## src/rtl/keypad_matrix_scanner_assert.svh

```systemverilog
// assertion macros for the keypad matrix scanner
// all checks are sampled on i_clk and held off while i_rst_n is low
`ifndef KEYPAD_MATRIX_SCANNER_ASSERT_SVH
`define KEYPAD_MATRIX_SCANNER_ASSERT_SVH

// same-cycle implication
`define KMS_ASSERT_NOW(label, ante, cons, msg) \
    label: assert property (@(posedge i_clk) disable iff (!i_rst_n) (ante) |-> (cons)) \
        else $error(msg);

// next-cycle implication
`define KMS_ASSERT_NEXT(label, ante, cons, msg) \
    label: assert property (@(posedge i_clk) disable iff (!i_rst_n) (ante) |=> (cons)) \
        else $error(msg);

`endif

```

## src/rtl/kms_pkg.sv

```systemverilog
package kms_pkg;

    // field widths of the stream items
    localparam int FUNC_W       = 2;
    localparam int ROW_LEVELS_W = 4;
    localparam int COL_DRIVE_W  = 4;
    localparam int KEY_POS_W    = 2;
    localparam int IN_TDATA_W   = 8;
    localparam int OUT_TDATA_W  = 16;

    // internal counters
    localparam int            PRESS_W   = 5;
    localparam logic [4:0]    PRESS_MAX = 5'd31;
    localparam int            HOLD_W    = 16;

    // configuration port
    localparam int              APB_DATA_W     = 32;
    localparam int              APB_ADDR_W     = 3;
    localparam logic [15:0]     HOLD_TICKS_RST = 16'd100;
    localparam logic [0:0]      REG_HOLD_TICKS = 1'b0;

    // default matrix size
    localparam int NUM_ROWS_DEF = 4;
    localparam int NUM_COLS_DEF = 4;

    typedef enum logic [FUNC_W-1:0] {
        FUNC_TICK   = 2'd0,
        FUNC_SAMPLE = 2'd1,
        FUNC_START  = 2'd2
    } t_func;

    typedef struct packed {
        logic [KEY_POS_W-1:0]   key_col;
        logic [KEY_POS_W-1:0]   key_row;
        logic                   multiple_keys;
        logic                   key_valid;
        logic                   scan_done;
        logic                   held;
        logic                   any_pressed;
        logic [COL_DRIVE_W-1:0] col_drive;
    } t_result;

endpackage

```

## src/rtl/keypad_matrix_scanner.sv

```systemverilog
// Keypad matrix scanner. Each input transfer is one pin sample, one hold-timer tick or a
// scan restart, selected by s_tuser. Two scan samples visit each matrix position in row-major
// order: the first records the row level and drives the column, the second checks for a
// level change and releases it. The transfer that finishes the last position carries
// m_tlast with the key report. The block takes one transfer per clock cycle while s_tready
// is high and registers its result; each transfer updates the scan and hold registers.
// A two-deep output stage (result register plus skid) lets input keep flowing while a result
// waits, so s_tready drops only when both slots are full.
// hold_ticks sits at address 0 of the configuration port and resets to 100.
`include "keypad_matrix_scanner_assert.svh"

module keypad_matrix_scanner #(
    parameter int NUM_ROWS = kms_pkg::NUM_ROWS_DEF,
    parameter int NUM_COLS = kms_pkg::NUM_COLS_DEF
) (
    input  logic                            i_clk,
    input  logic                            i_rst_n,
    // input stream
    input  logic                            s_tvalid,
    output logic                            s_tready,
    input  logic [kms_pkg::IN_TDATA_W-1:0]  s_tdata,   // [3:0] row_levels, [7:4] zero
    input  logic [kms_pkg::FUNC_W-1:0]      s_tuser,   // [1:0] func
    // result stream
    output logic                            m_tvalid,
    input  logic                            m_tready,
    // [3:0] col_drive, [4] any_pressed, [5] held, [6] key_valid, [7] multiple_keys,
    // [9:8] key_row, [11:10] key_col, [15:12] zero
    output logic [kms_pkg::OUT_TDATA_W-1:0] m_tdata,
    output logic                            m_tlast,   // scan_done
    // configuration
    input  logic                            psel,
    input  logic                            penable,
    input  logic                            pwrite,
    input  logic [kms_pkg::APB_ADDR_W-1:0]  paddr,
    input  logic [kms_pkg::APB_DATA_W-1:0]  pwdata,
    output logic [kms_pkg::APB_DATA_W-1:0]  prdata,
    output logic                            pready
);
    import kms_pkg::*;

    localparam int ROW_W = (NUM_ROWS > 1) ? $clog2(NUM_ROWS) : 1;
    localparam int COL_W = (NUM_COLS > 1) ? $clog2(NUM_COLS) : 1;
    localparam int LVL_W = 1 << ROW_W;

    // scan and hold state
    logic [ROW_W-1:0]   r_scan_row,     n_scan_row;
    logic [COL_W-1:0]   r_scan_col,     n_scan_col;
    logic               r_drive_phase,  n_drive_phase;
    logic               r_baseline,     n_baseline;
    logic [PRESS_W-1:0] r_press_count,  n_press_count;
    logic [ROW_W-1:0]   r_found_row,    n_found_row;
    logic [COL_W-1:0]   r_found_col,    n_found_col;
    logic [HOLD_W-1:0]  r_hold_count,   n_hold_count;
    logic [HOLD_W-1:0]  r_hold_ticks;

    // output stage
    t_result            r_out,  n_out;
    t_result            r_skid, n_skid;
    logic               r_out_valid,  n_out_valid;
    logic               r_skid_valid, n_skid_valid;

    t_func              func;
    logic [LVL_W-1:0]   levels;
    logic               pressed;
    logic               level;
    logic               in_xfer;
    logic               out_xfer;
    logic               cfg_wr;
    logic [0:0]         reg_index;
    t_result            res;

    assign func      = t_func'(s_tuser);
    assign in_xfer   = s_tvalid && s_tready;
    assign out_xfer  = r_out_valid && m_tready;
    assign s_tready  = !r_skid_valid;

    // apb: always ready, index is the word address
    assign pready    = 1'b1;
    assign reg_index = paddr[2];
    assign cfg_wr    = psel && penable && pwrite && pready;
    assign prdata    = (reg_index == REG_HOLD_TICKS) ?
                       {{(APB_DATA_W-HOLD_W){1'b0}}, r_hold_ticks} : '0;

    // row levels widened to the scan index range, rows past the pins read low
    for (genvar i = 0; i < LVL_W; i++) begin : g_lvl
        if (i < ROW_LEVELS_W) begin : g_pin
            assign levels[i] = s_tdata[i];
        end else begin : g_none
            assign levels[i] = 1'b0;
        end
    end

    assign pressed = |(~levels[NUM_ROWS-1:0]);
    assign level   = levels[r_scan_row];

    always_comb begin
        n_scan_row    = r_scan_row;
        n_scan_col    = r_scan_col;
        n_drive_phase = r_drive_phase;
        n_baseline    = r_baseline;
        n_press_count = r_press_count;
        n_found_row   = r_found_row;
        n_found_col   = r_found_col;
        n_hold_count  = r_hold_count;
        res           = '0;

        case (func)
            FUNC_TICK: begin
                if (pressed) begin
                    if (r_hold_count < r_hold_ticks) begin
                        n_hold_count = r_hold_count + 1'b1;
                    end
                end else begin
                    n_hold_count = '0;
                end
            end
            FUNC_SAMPLE: begin
                if (!r_drive_phase) begin
                    n_baseline    = level;
                    n_drive_phase = 1'b1;
                end else begin
                    n_drive_phase = 1'b0;
                    if (level != r_baseline) begin
                        n_found_row = r_scan_row;
                        n_found_col = r_scan_col;
                        if (r_press_count < PRESS_MAX) begin
                            n_press_count = r_press_count + 1'b1;
                        end
                    end
                    if (r_scan_col != COL_W'(NUM_COLS - 1)) begin
                        n_scan_col = r_scan_col + 1'b1;
                    end else if (r_scan_row != ROW_W'(NUM_ROWS - 1)) begin
                        n_scan_col = '0;
                        n_scan_row = r_scan_row + 1'b1;
                    end else begin
                        // last position: report and start over
                        res.scan_done     = 1'b1;
                        res.key_valid     = (n_press_count != '0);
                        res.multiple_keys = (n_press_count > PRESS_W'(1));
                        res.key_row       = KEY_POS_W'(n_found_row);
                        res.key_col       = KEY_POS_W'(n_found_col);
                        n_scan_row        = '0;
                        n_scan_col        = '0;
                        n_baseline        = 1'b0;
                        n_press_count     = '0;
                        n_found_row       = '0;
                        n_found_col       = '0;
                    end
                end
            end
            FUNC_START: begin
                n_scan_row    = '0;
                n_scan_col    = '0;
                n_drive_phase = 1'b0;
                n_baseline    = 1'b0;
                n_press_count = '0;
                n_found_row   = '0;
                n_found_col   = '0;
            end
            default: begin
                // unused code leaves the state alone
            end
        endcase

        for (int c = 0; c < COL_DRIVE_W; c++) begin
            res.col_drive[c] = n_drive_phase && (c < NUM_COLS) && (n_scan_col == COL_W'(c));
        end
        res.any_pressed = pressed;
        res.held        = (n_hold_count >= r_hold_ticks);
    end

    // output register with skid slot behind it
    always_comb begin
        n_out        = r_out;
        n_skid       = r_skid;
        n_out_valid  = r_out_valid;
        n_skid_valid = r_skid_valid;
        if (out_xfer) begin
            if (r_skid_valid) begin
                n_out        = r_skid;
                n_skid_valid = 1'b0;
            end else if (in_xfer) begin
                n_out        = res;
            end else begin
                n_out_valid  = 1'b0;
            end
        end else if (in_xfer) begin
            if (!r_out_valid) begin
                n_out        = res;
                n_out_valid  = 1'b1;
            end else begin
                n_skid       = res;
                n_skid_valid = 1'b1;
            end
        end
    end

    always_ff @(posedge i_clk) begin
        if (!i_rst_n) begin
            r_scan_row    <= '0;
            r_scan_col    <= '0;
            r_drive_phase <= 1'b0;
            r_baseline    <= 1'b0;
            r_press_count <= '0;
            r_found_row   <= '0;
            r_found_col   <= '0;
            r_hold_count  <= '0;
        end else if (in_xfer) begin
            r_scan_row    <= n_scan_row;
            r_scan_col    <= n_scan_col;
            r_drive_phase <= n_drive_phase;
            r_baseline    <= n_baseline;
            r_press_count <= n_press_count;
            r_found_row   <= n_found_row;
            r_found_col   <= n_found_col;
            r_hold_count  <= n_hold_count;
        end
    end

    always_ff @(posedge i_clk) begin
        if (!i_rst_n) begin
            r_hold_ticks <= HOLD_TICKS_RST;
        end else if (cfg_wr && (reg_index == REG_HOLD_TICKS)) begin
            r_hold_ticks <= pwdata[HOLD_W-1:0];
        end
    end

    always_ff @(posedge i_clk) begin
        if (!i_rst_n) begin
            r_out_valid  <= 1'b0;
            r_skid_valid <= 1'b0;
        end else begin
            r_out_valid  <= n_out_valid;
            r_skid_valid <= n_skid_valid;
        end
    end

    // payload, no reset needed
    always_ff @(posedge i_clk) begin
        r_out  <= n_out;
        r_skid <= n_skid;
    end

    assign m_tvalid = r_out_valid;
    assign m_tlast  = r_out.scan_done;
    assign m_tdata  = {{(OUT_TDATA_W-12){1'b0}}, r_out.key_col, r_out.key_row,
                       r_out.multiple_keys, r_out.key_valid, r_out.held,
                       r_out.any_pressed, r_out.col_drive};

    // a filled skid slot always has a result in front of it
    `KMS_ASSERT_NOW(a_skid_behind_out, r_skid_valid, r_out_valid, "skid full with output empty")
    // key report fields stay clear outside scan end
    `KMS_ASSERT_NOW(a_report_only_at_end, r_out_valid && !r_out.scan_done,
        !r_out.key_valid && !r_out.multiple_keys && r_out.key_row == '0 && r_out.key_col == '0,
        "key report outside scan end")
    // several keys imply a key and at most one column driven
    `KMS_ASSERT_NOW(a_result_consistent, r_out_valid,
        (!r_out.multiple_keys || r_out.key_valid) && $onehot0(r_out.col_drive),
        "inconsistent result")
    // an accepted start puts the scan back at its origin
    `KMS_ASSERT_NEXT(a_start_clears, in_xfer && func == FUNC_START,
        r_scan_row == '0 && r_scan_col == '0 && !r_drive_phase && r_press_count == '0,
        "start did not clear the scan")

endmodule
```

## config.mk

```make
export PLATFORM = sky130hd
export DESIGN_NAME = keypad_matrix_scanner
export DESIGN_NICKNAME = d
export VERILOG_FILES = /design/src/rtl/kms_pkg.sv /design/src/rtl/keypad_matrix_scanner.sv
export VERILOG_INCLUDE_DIRS = /design/src /design/src/rtl
export SDC_FILE = /design/constraint.sdc
export NUM_CORES = 1
export LEC_CHECK = 0
export BUFFER_PORTS_ARGS = -buffer_cell sky130_fd_sc_hd__buf_2
export CORE_MARGIN = 4
export CORE_UTILIZATION = 50
export DETAILED_ROUTE_END_ITERATION = 6
export PLACE_DENSITY_LB_ADDON = 0.08
export SETUP_SLACK_MARGIN = 0.1
export SYNTH_ARGS = -nofsm -noshare
export SYNTH_HDL_FRONTEND = slang
export SYNTH_SLANG_ARGS = --single-unit
```

## constraint.sdc

```tcl
create_clock -name i_clk -period 3.5 [get_ports i_clk]
set_clock_uncertainty 0.1 [all_clocks]
set_input_delay 0.35 -clock i_clk [delete_from_list [all_inputs] [get_ports i_clk]]
set_output_delay 0.35 -clock i_clk [all_outputs]
set_load 0.01 [all_outputs]
```

* Yosys cells after proc, flatten, opt, wreduce, memory -nomap -nowiden *
Index checks and enable logic that the tools add are counted.
Widths: inputs -> output; s select.

word-level totals
  bits of input ports = 52
  flip-flop bits (word level) = 75
  word-level logic and storage cells = 130

operators by class
  bitwise operators = 4
  reductions and logical operators = 25
  $add $sub $neg = 4
  equal/unequal tests = 15
  muxes and demuxes = 50
  $lt $le $gt $ge = 5

operators with widths
  operator               count
  $mux 13                5
  $mux 16                4
  $mux 5                 7
  $mux 7                 4
  $mux 2                 13
  $add 16x1->16 const B  1
  $ge 16x16->1           1
  $lt 16x16->1           1
  $pmux 2 s2             4
  $ne 2x2->1 const B     6
  $reduce_and 3->1       4
  $pmux 5 s2             1
  $logic_and 1x1->1      9
  $mux 1                 9
  $reduce_and 4->1       2
  $eq 2x2->1 const B     3
  $ne 3x3->1 const B     2
  $reduce_bool 2->1      3
  $add 5x1->5 const B    1
  $gt 5x1->1 const B     1
  $lt 5x5->1 const B     1
  $reduce_bool 5->1      1
  $add 2x1->2 const B    2
  $eq 2x1->1 const B     2
  12 further kinds       16

* Logic depth before layout (Yosys ltp) *
Gate-level depths: netlist (run 1).

  depth after elaboration = 14
  gate-level depth with buffers = 17
  mapped depth without buffers = 15

* Worst setup path after synthesis (run 1) *
Ideal clock, no wire load.

  path type = reg2reg
  from = register r_hold_count[2]
  to = register r_out (netlist bit m_tdata[5]) (data pin)
  period minus slack after synthesis = 3.584 ns
  required time = 3.143 ns
  cell stages (with the launch flop) = 15
  path buffers = 0
  path slack = -0.084 ns
  arrival time = 3.226 ns
  library setup time = 0.257 ns
  path through = dfxtp_1 -> ha_1 -> or3_1 -> nor4b_1 -> a311oi_4 -> nand2_2 -> or3_1 -> a21oi_1 -> ha_1 -> a21o_1 -> a21o_1 -> a21oi_1 -> nand3_1 -> a21oi_1 -> nor3_1

RTL lines
  item                      line                          source
  start: declaration        keypad_matrix_scanner.sv:53   logic [HOLD_W-1:0] r_hold_count, n_hold_count;
  start signal: assignment  keypad_matrix_scanner.sv:216  r_hold_count <= n_hold_count;
  end signal: assignment    keypad_matrix_scanner.sv:240  r_out <= n_out;
  end: declaration          keypad_matrix_scanner.sv:57   t_result r_out, n_out;

==> results of run 1 <==
kinds of logic (layout without fill, tap and decap cells):
family | after synthesis | in the layout
and+or+nand+nor | 220 | 220
AOI/OAI and AO/OA | 132 | 132
buffers and inverters | 76 | 166
DFF | 75 | 75
adders and majority gates | 39 | 39
muxes | 19 | 19
xor gates and xnor gates | 8 | 8
other | 2 | 21
worst reg2reg max path: stages (launching register included):
cell,delay [ns]
dfxtp_2,0.34
inv_1,0.05
ha_1,0.27
a2111o_1,0.47
nand4_1,0.13
nand4b_1,0.16
buf_6,0.17
buf_6,0.13
or3_1,0.33
a21oi_2,0.14
ha_1,0.25
a21o_1,0.17
a21oi_2,0.19
nand3_1,0.12
a21oi_2,0.13
nor3_1,0.06
routing by layer:
| layer | vias up | global-route usage (%) | part of all wire, % |
|---|---|---|---|
| met2 | 167 | 35.70 | 44 |
| li1 | 2223 | - | - |
| met5 | - | 0 | 0 |
| met1 | 2063 | 32.45 | 47 |
| met3 | 22 | 4.857 | 7.8 |
| met4 | 0 | 6.475 | 1.7 |
through the flow:
| stage | instance area [um2] | power (mW) | TNS, ns |
|---|---|---|---|
| 2_1_floorplan | 4905 | 1.107 | 0 |
| 3_3_place_gp | 5495 | 1.174 | -0.06014 |
| 3_5_place_dp | 5495 | 1.179 | -0.09715 |
| 4_1_cts | 5756 | 1.842 | 0 |
| 5_1_grt | 5897 | 1.913 | -0.1235 |
| 6_report | 5897 | 1.829 | 0 |
cell usage after synthesis, drive strengths merged, types with 2 or more instances:
master   instances  share of area, %
dfxtp           49                20
or3             13               1.7
a21oi           49               5.1
nand4           16               2.4
o21ai           30               3.1
buf             24               3.6
xnor2            2              0.36
mux2             7               1.6
conb             2              0.16
nand4b           3              0.55
o21a             2              0.31
xor2             6               1.1
o211ai           9               1.4
and4b            2              0.42
a2bb2oi          2              0.36
or4             12               1.9
mux2i           12               2.5
nand2           74               5.8
a22oi            4              0.62
and3             2              0.26
clkbuf          22               1.7
and2             2              0.26
or2              3              0.39
inv             30               2.3
nor2b            8               1.0
nor2            50               3.9
a211oi           2              0.31
ha              39                10
a311oi           2              0.73
a31oi            7              0.91
nand3           21               2.2
nand2b           7              0.91
edfxtp          26                16
nor3             4              0.65
a21o             7               1.1
o31ai            9               1.4
state kept, by name, summed over array words and instances (netlist names), 2 cells and up:
register,flops
r_hold_count,16
r_hold_ticks,16
r_skid,13
m_tdata,12
r_press_count,5
r_found_col,2
r_found_row,2
r_scan_col,2
r_scan_row,2
worst paths after layout:
check	start	end	slack, ns
worst min register to register	r_hold_ticks[8]	r_hold_ticks[8]	0.36
worst min-delay path	pwdata[3]	r_hold_ticks[3]	0.12
worst max-delay path	r_hold_ticks[1]	m_tdata[5]	0.06
worst max register to register	r_hold_ticks[1]	m_tdata[5]	0.06
timing repair:
item,in CTS,in global routing
pin swaps,14,19
setup buffers,3,8
endpoints found under the setup margin,2,2
resized for setup,15,18
hold endpoints to repair,0,0
power by group:
| part | internal, mW | switching, mW | leakage [nW] |
|---|---|---|---|
| Sequential | 0.925 | 0.0121 | 0.649 |
| Combinational | 0.0847 | 0.144 | 1.72 |
| Clock | 0.280 | 0.384 | 0.0966 |
| Total | 1.29 | 0.540 | 2.47 |
area by class of cell:
cell class / count / area [um2] / area share, %
sequential: 75 / 1773 / 30.07
multi-input combinational: 439 / 2888 / 48.97
clock inverter: 7 / 67.56 / 1.146
timing repair buffer: 120 / 770.7 / 13.07
inverter: 30 / 112.6 / 1.910
clock buffer: 9 / 123.9 / 2.101
tap: 129 / 161.4 / 2.737
==> results.md, run 1 <==
- Tcrit/Tclk final: 98.39%
- Worst min path class: in -> reg
- Critical Path Max Stage Delay: 0.47 ns
- Maximum VDD drop: 0.1715 mV
- Min Tclk post-route: around 3.4 ns
- Initial Utilization: 51.82%
- Crit path max-delay family: compound AO/OA/AOI/OAI gates
- Most frequent cells in the layout: nand2_1, buf_2, buf_4
- Input/output buffers: 60
- DRC: 0
- Initial antenna violation count: 0
- CP Class: reg -> reg
- Critical path buffers and inverters: 3
- Number of flops mapped to enable cells by yosys: 26
- CTS tree: done
- Number of global-route vias before repair: between 4,000 and 5,000
- Remaining global-route overflow: 0
- # diodes: 0
- Synth Area in Simple Gates: between 20 and 25%
- CP max FO: 8
- Antenna viol nets, final: 0
- Final setup vio count: 0
- Slowest cell on the critical path: a2111o_1
- CP endpoint kind: flip-flop
- P per Cell Area: 310.2 nW/um2
- # rows: 35
- Worst Reg2Reg Path Length in Cells: 15
- Non-Filler Instances: 809
- Final design utilization: between 60% and 70%
- GRT Overall Usage: 23.02%
- Crit. path cell count: 15
- Total core area: 9284 um2
- Post-synth ARST share: 0%
- Hold Worst Slack: 0.1226 ns
- Mapped Cells: 571
- Clock latency at the later pin of the worst-skew pair: 0.36 ns
- Cell Chain, Critical Path: inv_1 > ha_1 > a2111o_1 > nand4_1 > nand4b_1 > buf_6 > buf_6 > or3_1 > a21oi_2 > ha_1 > a21o_1 > a21oi_2 > nand3_1 > a21oi_2 > nor3_1
- Clock root buffer: clkbuf_8
- # Max-Cap Violations: 0
- Clk slew on worst S/H paths: 0.09 ns
- Outcome: finished clean
- Crit-path most repeated cell: a21oi_2
- Largest net degree at the start of global routing: 38
- DIE HEIGHT: between 100 and 150 um
- DRT Pass-1 Iters: 5
- Yosys reg bits: 75
- CP Data Required Time: 3.52 ns
- Max Freq: about 290 MHz
- First-pass GRT wire length: 20.61 mm
- Routed WL: 12.79 mm
- Vias per Instance: 5.532
- Routability cong.: 0.8893
- Initial DRC Count: 288
- Register area share after synthesis: 36.62%
- Clock Sinks: 75
- Final hold vios: 0
- Layout cell share with drive strength beyond 1: a little over a quarter
- Slew HR: 52.53%
- Post-synthesis mux area share: 4.135%
- Synth Area in Compound Gates: 16.98%
- RSZ-0062 raised after global routing: true
- Main combinational cell family by area after synthesis: simple AND/OR/NAND/NOR gates
- Leakage: 2.466 nW
- Syn_area_per_cell: 8.425 um2
- Adder-cell share of the synthesized area: 10.14%
- Hold-fix buffers, CTS: 0
- Overall die area: 11,260 um2
- Commonest non-fill, non-tap cell in the layout: nand2_1
- Distinct cells, synth: 56
- Post-Place Setup Slack: -0.09715 ns
- Hold path cells: 3
- I/O pin count: 104
- Layout area overhead: 22.57%
- CP startpoint kind: flip-flop
- Slew Limit Fails: 0
- Die Wd: 106.1 um
- Top_reg_cell synth: dfxtp_1
- Synthesized cell area: 4811 um2
- Via count: between 4,000 and 5,000
- Placed Cells: 782
- CTS Buf Count: 9
- Avg WL per Cell: around 16 um
- Worst Setup Slack, final: 0.05631 ns
- Filler cell count: between 800 and 900
- Hpwl dp: 9.518 mm
- Nets: approximately 770
- Post-synthesis xor/xnor area fraction: around 1.5%
- Yosys warnings: 0
- Max H-tree Level: 3
- Worst-Margin Slew: 0.7095 ns
- Critical Path AT: 3.46 ns
- Max Root-Sink Buffers: 2
Note: power is estimated with default switching activity, not from simulation.
==> inputs of run 2 (changes only) <==
Settings changed: CORE_UTILIZATION 50 to 54, GPL_TIMING_DRIVEN set to 1.
Clock period 3.5 ns to 3.6 ns, I/O delays scaled along.
==> results.md, run 2 (same netlist as run 1, synthesis figures left out) <==
- Largest net degree at the start of global routing: 38 (unchanged)
- # Max-Cap Violations: 0 (unchanged)
- Max Root-Sink Buffers: 2 (unchanged)
- P per Cell Area: 295.1 nW/um2 (was 310.2 nW/um2)
- Hold Worst Slack: 0.1099 ns (was 0.1226 ns)
- Slew Limit Fails: 0 (unchanged)
- Final hold vios: 0 (unchanged)
- Antenna viol nets, final: 0 (unchanged)
- Leakage: 2.494 nW (was 2.466 nW)
- I/O pin count: 104 (unchanged)
- Max H-tree Level: 3 (unchanged)
- CP max FO: 6 (was 8)
- Number of global-route vias before repair: 4,109 (was 4,160)
- Slew HR: 47.39% (was 52.53%)
- CP Class: reg -> reg (unchanged)
- Clock Sinks: 75 (unchanged)
- Die Wd: 102.4 um (was 106.1 um)
- DRT Pass-1 Iters: 5 (unchanged)
- Hpwl dp: 9.613 mm (was 9.518 mm)
- Remaining global-route overflow: 0 (unchanged)
- Vias per Instance: 5.821 (was 5.532)
- Min Tclk post-route: 3.602 ns (was 3.444 ns)
- Tcrit/Tclk final: 100.1% (was 98.39%)
- Sequential power share: 51.1% (was 51.2%)
- Final setup vio count: 1 (was 0)
- Critical Path AT: 3.62 ns (was 3.46 ns)
- Switching pwr: 0.5339 mW (was 0.5400 mW)
- CP startpoint kind: flip-flop (unchanged)
- Initial antenna violation count: 0 (unchanged)
- Worst-Margin Slew: 0.7863 ns (was 0.7095 ns)
- Total Power: 1.785 mW (was 1.829 mW)
- Routed WL: 13.45 mm (was 12.79 mm)
- DIE HEIGHT: 102.4 um (was 106.1 um)
- Max Freq: 277.6 MHz (was 290.4 MHz)
- Total core area: 8678 um2 (was 9284 um2)
- First-pass GRT wire length: 20.27 mm (was 20.61 mm)
- Overall die area: 10,480 um2 (was 11,260 um2)
- CP Data Required Time: 3.62 ns (was 3.52 ns)
- Fin area: 6051 um2 (was 5897 um2)
- Top Registers: r_hold_count: 16 flops, r_hold_ticks: 16 flops, r_skid: 13 flops (unchanged)
- Setup TNS Final: -0.002064 ns (was 0 ns)
- CTS tree: done (unchanged)
- Initial Utilization: 55.44% (was 51.82%)
- Clk slew on worst S/H paths: 0.10 ns (was 0.09 ns)
- Layout area overhead: 25.77% (was 22.57%)
- Maximum VDD drop: 0.2005 mV (was 0.1715 mV)
- Commonest non-fill, non-tap cell in the layout: nand2_1 (unchanged)
- GRT Overall Usage: 25.02% (was 23.02%)
- Avg WL per Cell: 17.09 um (was 15.81 um)
- Clk pwr share: 36.3% (about the same)
- DRC: 0 (unchanged)
- # diodes: 0 (unchanged)
- CTS Buf Count: 9 (unchanged)
- Clock latency at the later pin of the worst-skew pair: 0.37 ns (was 0.36 ns)
- # rows: 34 (was 35)
- Outcome: finished, violations left (was finished clean)
- Hold-fix buffers, CTS: 0 (unchanged)
- Initial DRC Count: 318 (was 288)
- Most frequent cells in the layout: nand2_1, buf_2, buf_4 (unchanged)
- Placed cell area: 5416 um2 (was 5495 um2)
- Failing checks: negative setup slack
- Worst Setup Slack, final: -0.002064 ns (was 0.05631 ns)
- Comb power frac: 12.5% (about the same)
- Nets: 765 (was 766)
- Switching share of total power: 29.91% (was 29.52%)
- Layout cell share with drive strength beyond 1: 29.90% (was 26.32%)
- CP endpoint kind: flip-flop (unchanged)
- Routability cong.: 0.8873 (was 0.8893)
- Cell Int Power: 1.251 mW (was 1.289 mW)
- Input/output buffers: 60 (unchanged)
- Via count: 4,581 (was 4,475)
- Worst min path class: in -> reg (unchanged)
- RSZ-0062 raised after global routing: true (unchanged)
- Clock root buffer: clkbuf_8 (unchanged)
==> run 2: final timing paths <==
path	depth (start not counted)	slack, ns	end	from
max	15	-0.002	m_tdata[5]	r_hold_count[2]
min	3	0.11	r_hold_ticks[10]	pwdata[10]
max reg2reg	15	-0.002	m_tdata[5]	r_hold_count[2]
min reg2reg	2	0.36	r_hold_ticks[15]	r_hold_ticks[15]
==> run 2: cell type report <==
class / count / area [um2]
clock buffers: 9 / 123.9
clock inverters: 7 / 66.31
fillers: 721 / 2628
inverters: 30 / 112.6
multi-input cells: 439 / 3025
flip-flops and latches: 75 / 1782
well taps: 108 / 135.1
repair buffers: 119 / 805.8
==> run 2: timing repair <==
action,CTS,global route
buffers inserted,3,9
gates resized for setup,19,52
cloned,0,2
pin swaps,15,28
endpoints found under the setup margin,2,2
==> run 2: critical path, stage by stage, from the launching register on <==
cell and delay [ns]:
dfxtp_1 0.38, ha_4 0.22, or3_4 0.34, nor4b_4 0.15, a311oi_4 0.33, nand2_2 0.17
or3_1 0.36, a21oi_2 0.13, ha_1 0.25, a21o_1 0.18, a21o_1 0.19, a21oi_2 0.21
buf_4 0.14, nand4_1 0.06, nand2_1 0.09, nor3_1 0.05
==> run 2: stage by stage <==
stage / setup WS (ns) / utilization, % / cells
after floorplan: 0.1036 / - / 590
after global placement: -0.01705 / 62.41 / 758
after detailed placement: -0.1631 / 62.41 / 758
after CTS: 0.1011 / 65.63 / 776
after global routing: -0.1425 / 69.72 / 787
final: -0.002064 / 69.72 / 787
==> run 2: power groups by stage <==
| stage | logic (mW) | clock network (mW) | registers [mW] |
|---|---|---|---|
| 2_1_floorplan | 0.138 | 0 | 0.937 |
| 3_3_place_gp | 0.205 | 0 | 0.931 |
| 3_5_place_dp | 0.211 | 0 | 0.933 |
| 4_1_cts | 0.215 | 0.661 | 0.913 |
| 5_1_grt | 0.247 | 0.703 | 0.916 |
| 6_report | 0.224 | 0.649 | 0.913 |
==> run 2: routing by layer <==
layer,global-route usage [%],share of wire (%)
met1,35.61,46
met3,5.256,7.2
met2,39.03,45
met4,6.054,1.5
met5,0,0
==> inputs of run 3 (changes only) <==
Settings changed: ABC_AREA set to 1.
==> results.md, run 3 <==
- Outcome: finished clean (was finished, violations left)
- Cell Chain, Critical Path: inv_1 > ha_1 > a21oi_1 > nor2_1 > nor3_2 > nand2_4 > a21oi_4 > buf_12 > nand3_1 > nand3_1 > inv_1 > ha_1 > a21oi_1 > o21ai_0 > nand2_1 > o211ai_1 > nand2_1 > nand3_2 > nand2_1 > nand2_1 (was ha_4 > or3_4 > nor4b_4 > a311oi_4 > nand2_2 > or3_1 > a21oi_2 > ha_1 > a21o_1 > a21o_1 > a21oi_2 > buf_4 > nand4_1 > nand2_1 > nor3_1)
- DRC: 0 (unchanged)
- Remaining global-route overflow: 0 (unchanged)
- Yosys top cell area share: 19.88% (was 20.39%)
- Clk slew on worst S/H paths: 0.09 ns (was 0.10 ns)
- Placed cell area: 5230 um2 (was 5416 um2)
- Crit path max-delay family: simple AND/OR/NAND/NOR gates (unchanged)
- RSZ-0062 raised after global routing: false (was true)
- Commonest non-fill, non-tap cell in the layout: nand2_1 (unchanged)
- Synthesized cell area: 4935 um2 (was 4811 um2)
- Clock Sinks: 75 (unchanged)
- GRT Overall Usage: 19.55% (was 25.02%)
- Maximum VDD drop: 0.1730 mV (was 0.2005 mV)
- Worst min path class: in -> reg (unchanged)
- # rows: 34 (unchanged)
- Top_reg_cell synth: dfxtp_1 (unchanged)
- First-pass GRT wire length: 17.57 mm (was 20.27 mm)
- # Max-Cap Violations: 0 (unchanged)
- Hpwl dp: 7.779 mm (was 9.613 mm)
- Total Power: 2.037 mW (was 1.785 mW)
- Tcrit/Tclk final: 90.13% (was 100.1%)
- Number of global-route vias before repair: 3,962 (was 4,109)
- Initial DRC Count: 235 (was 318)
- Layout cell share with drive strength beyond 1: 21.53% (was 29.90%)
- Critical Path Max Stage Delay: 0.32 ns (was 0.38 ns)
- Final design utilization: 62.56% (was 69.72%)
- Worst-Margin Slew: 0.8003 ns (was 0.7863 ns)
- Clock latency at the later pin of the worst-skew pair: 0.35 ns (was 0.37 ns)
- Leakage: 2.624 nW (was 2.494 nW)
- Layout area overhead: 11.64% (was 25.77%)
- Number of flops mapped to enable cells by yosys: 26 (unchanged)
- Setup TNS Final: 0 ns (was -0.002064 ns)
- Post-synth top cells: nand2_1, inv_1, a21oi_1 (was nand2_1, nor2_1, a21oi_1, dfxtp_1, ha_1)
- Slew Limit Fails: 0 (unchanged)
- Synth top area cells: dfxtp_1, edfxtp_1, nand2_1 (was dfxtp_1, edfxtp_1, ha_1)
- Antenna viol nets, final: 0 (unchanged)
- Min Tclk post-route: 3.245 ns (was 3.602 ns)
- Clock root buffer: clkbuf_8 (unchanged)
- Slowest cell on the critical path: dfxtp_1 (unchanged)
- Largest net degree at the start of global routing: 37 (was 38)
- DRT Pass-1 Iters: 4 (was 5)
- Vias per Instance: 5.135 (was 5.821)
- Most frequent cells in the layout: nand2_1, inv_1, buf_2 (was nand2_1, buf_2, buf_4)
- Slew HR: 46.45% (was 47.39%)
- CP Data Required Time: 3.61 ns (was 3.62 ns)
- CP max FO: 7 (was 6)
- Total core area: 8806 um2 (was 8678 um2)
- P per Cell Area: 369.8 nW/um2 (was 295.1 nW/um2)
- Nets: 806 (was 765)
- Critical path buffers and inverters: 3 (was 1)
- Final setup vio count: 0 (was 1)
- Area leader, netlist: dfxtp_1 (unchanged)
- Post-synth ARST share: 0% (unchanged)
- CTS Buf Count: 9 (unchanged)
- I/O pin count: 104 (unchanged)
- Register area share after synthesis: 35.70% (was 36.62%)
- Input/output buffers: 60 (unchanged)
- Die Wd: 103.6 um (was 102.4 um)
- DIE HEIGHT: 103.6 um (was 102.4 um)
- Top Registers: r_hold_count: 16 flops, r_hold_ticks: 16 flops, r_skid: 13 flops (unchanged)
- Hold Path Origin: pwdata[6] (was pwdata[10])
- Yosys warnings: 0 (unchanged)
- Critical Path AT: 3.26 ns (was 3.62 ns)
- # diodes: 0 (unchanged)
- CP startpoint kind: flip-flop (unchanged)
- Fin area: 5509 um2 (was 6051 um2)
- Max Freq: 308.2 MHz (was 277.6 MHz)
- Top-count cell post-synth: nand2_1 (unchanged)
- Critical path origin: r_hold_ticks[5] (was r_hold_count[2])
- Via count: 4,252 (was 4,581)
- Final hold vios: 0 (unchanged)
- Filler cell count: 791 (was 721)
- Yosys reg bits: 75 (unchanged)
- Routability cong.: 0.8502 (was 0.8873)
- CP endpoint kind: flip-flop (unchanged)
- Mapped Cells: 653 (was 571)
- Syn_area_per_cell: 7.557 um2 (was 8.425 um2)
- Max Root-Sink Buffers: 2 (unchanged)
- Initial Utilization: 56.04% (was 55.44%)
- Routed WL: 10.29 mm (was 13.45 mm)
- Avg WL per Cell: 12.42 um (was 17.09 um)
- CTS tree: done (unchanged)
- Overall die area: 10,730 um2 (was 10,480 um2)
- Crit-path most repeated cell: nand2_1
- Max H-tree Level: 3 (unchanged)
- Distinct cells, synth: 41 (was 56)
- Initial antenna violation count: 0 (unchanged)
- RR Startpoint: r_hold_ticks[5] (was r_hold_count[2])
- CP Class: reg -> reg (unchanged)
-- run 3: cell types whose count changed after synthesis, sizes merged, moves of 14 or more --
cell / change
o21ai: +19
inv: +71
clkbuf: -14
nand3: +19
nand2: +76
-- run 3: where the power goes --
group / switching [mW] / total (mW) / internal (mW)
clock: 0.370 / 0.641 / 0.271
combinational: 0.279 / 0.440 / 0.161
sequential: 0.0329 / 0.957 / 0.924
-- run 3: layout make-up --
type | count | area, um2 | share of cell area (%)
sequential | 75 | 1763 | 32.00
inverter | 102 | 382.9 | 6.950
clock inverter | 7 | 67.56 | 1.226
clock buffer | 9 | 123.9 | 2.248
tap | 108 | 135.1 | 2.453
timing repair buffer | 71 | 395.4 | 7.177
multi-input combinational | 456 | 2641 | 47.94
-- run 3: worst min-delay path, stage by stage --
cell	delay [ns]
buf_2	0.07
nand2_1	0.04
o211ai_1	0.07
-- run 3: per-stage QoR --
step / hold slack [ns] / worst slack (ns) / std cells
2_1_floorplan: 0.3449 / 0.8214 / 672
3_3_place_gp: 0.3517 / 0.3391 / 807
3_5_place_dp: 0.3600 / 0.2359 / 807
4_1_cts: 0.1180 / 0.2017 / 823
5_1_grt: 0.1270 / 0.06670 / 828
6_report: 0.1262 / 0.3553 / 828
-- run 3: cell families after synthesis --
kind of cell / Yosys count / share of synthesized area (%)
xor gates and xnor gates: 2 / 0.3550
and+or+nand+nor: 268 / 25.28
adders and majority gates: 39 / 9.888
DFF: 75 / 35.70
AOI/OAI and AO/OA: 126 / 15.67
other: 2 / 0.1522
buffers and inverters: 141 / 12.96
-- run 3: repair_timing --
action                     in CTS  in global routing
setup buffers                   0                  5
setup endpoints to repair       0                  2
hold buffers                    0                  0
resized for setup               0                 10
-- run 3: metal layers --
metal	share of wire [%]	vias up	GRT usage, %
met5	0	-	0
met2	43	129	31.21
met3	7.7	11	3.420
met4	1.3	0	6.553
li1	-	2221	-
met1	48	1891	26.91
-- run 3: path summary, 6_finish.rpt --
check,end,slack (ns),depth (start not counted)
max reg2reg,m_tdata[5],0.36,20
min reg2reg,r_found_row[1],0.37,2
min,r_hold_ticks[6],0.13,3
max,m_tdata[5],0.36,20
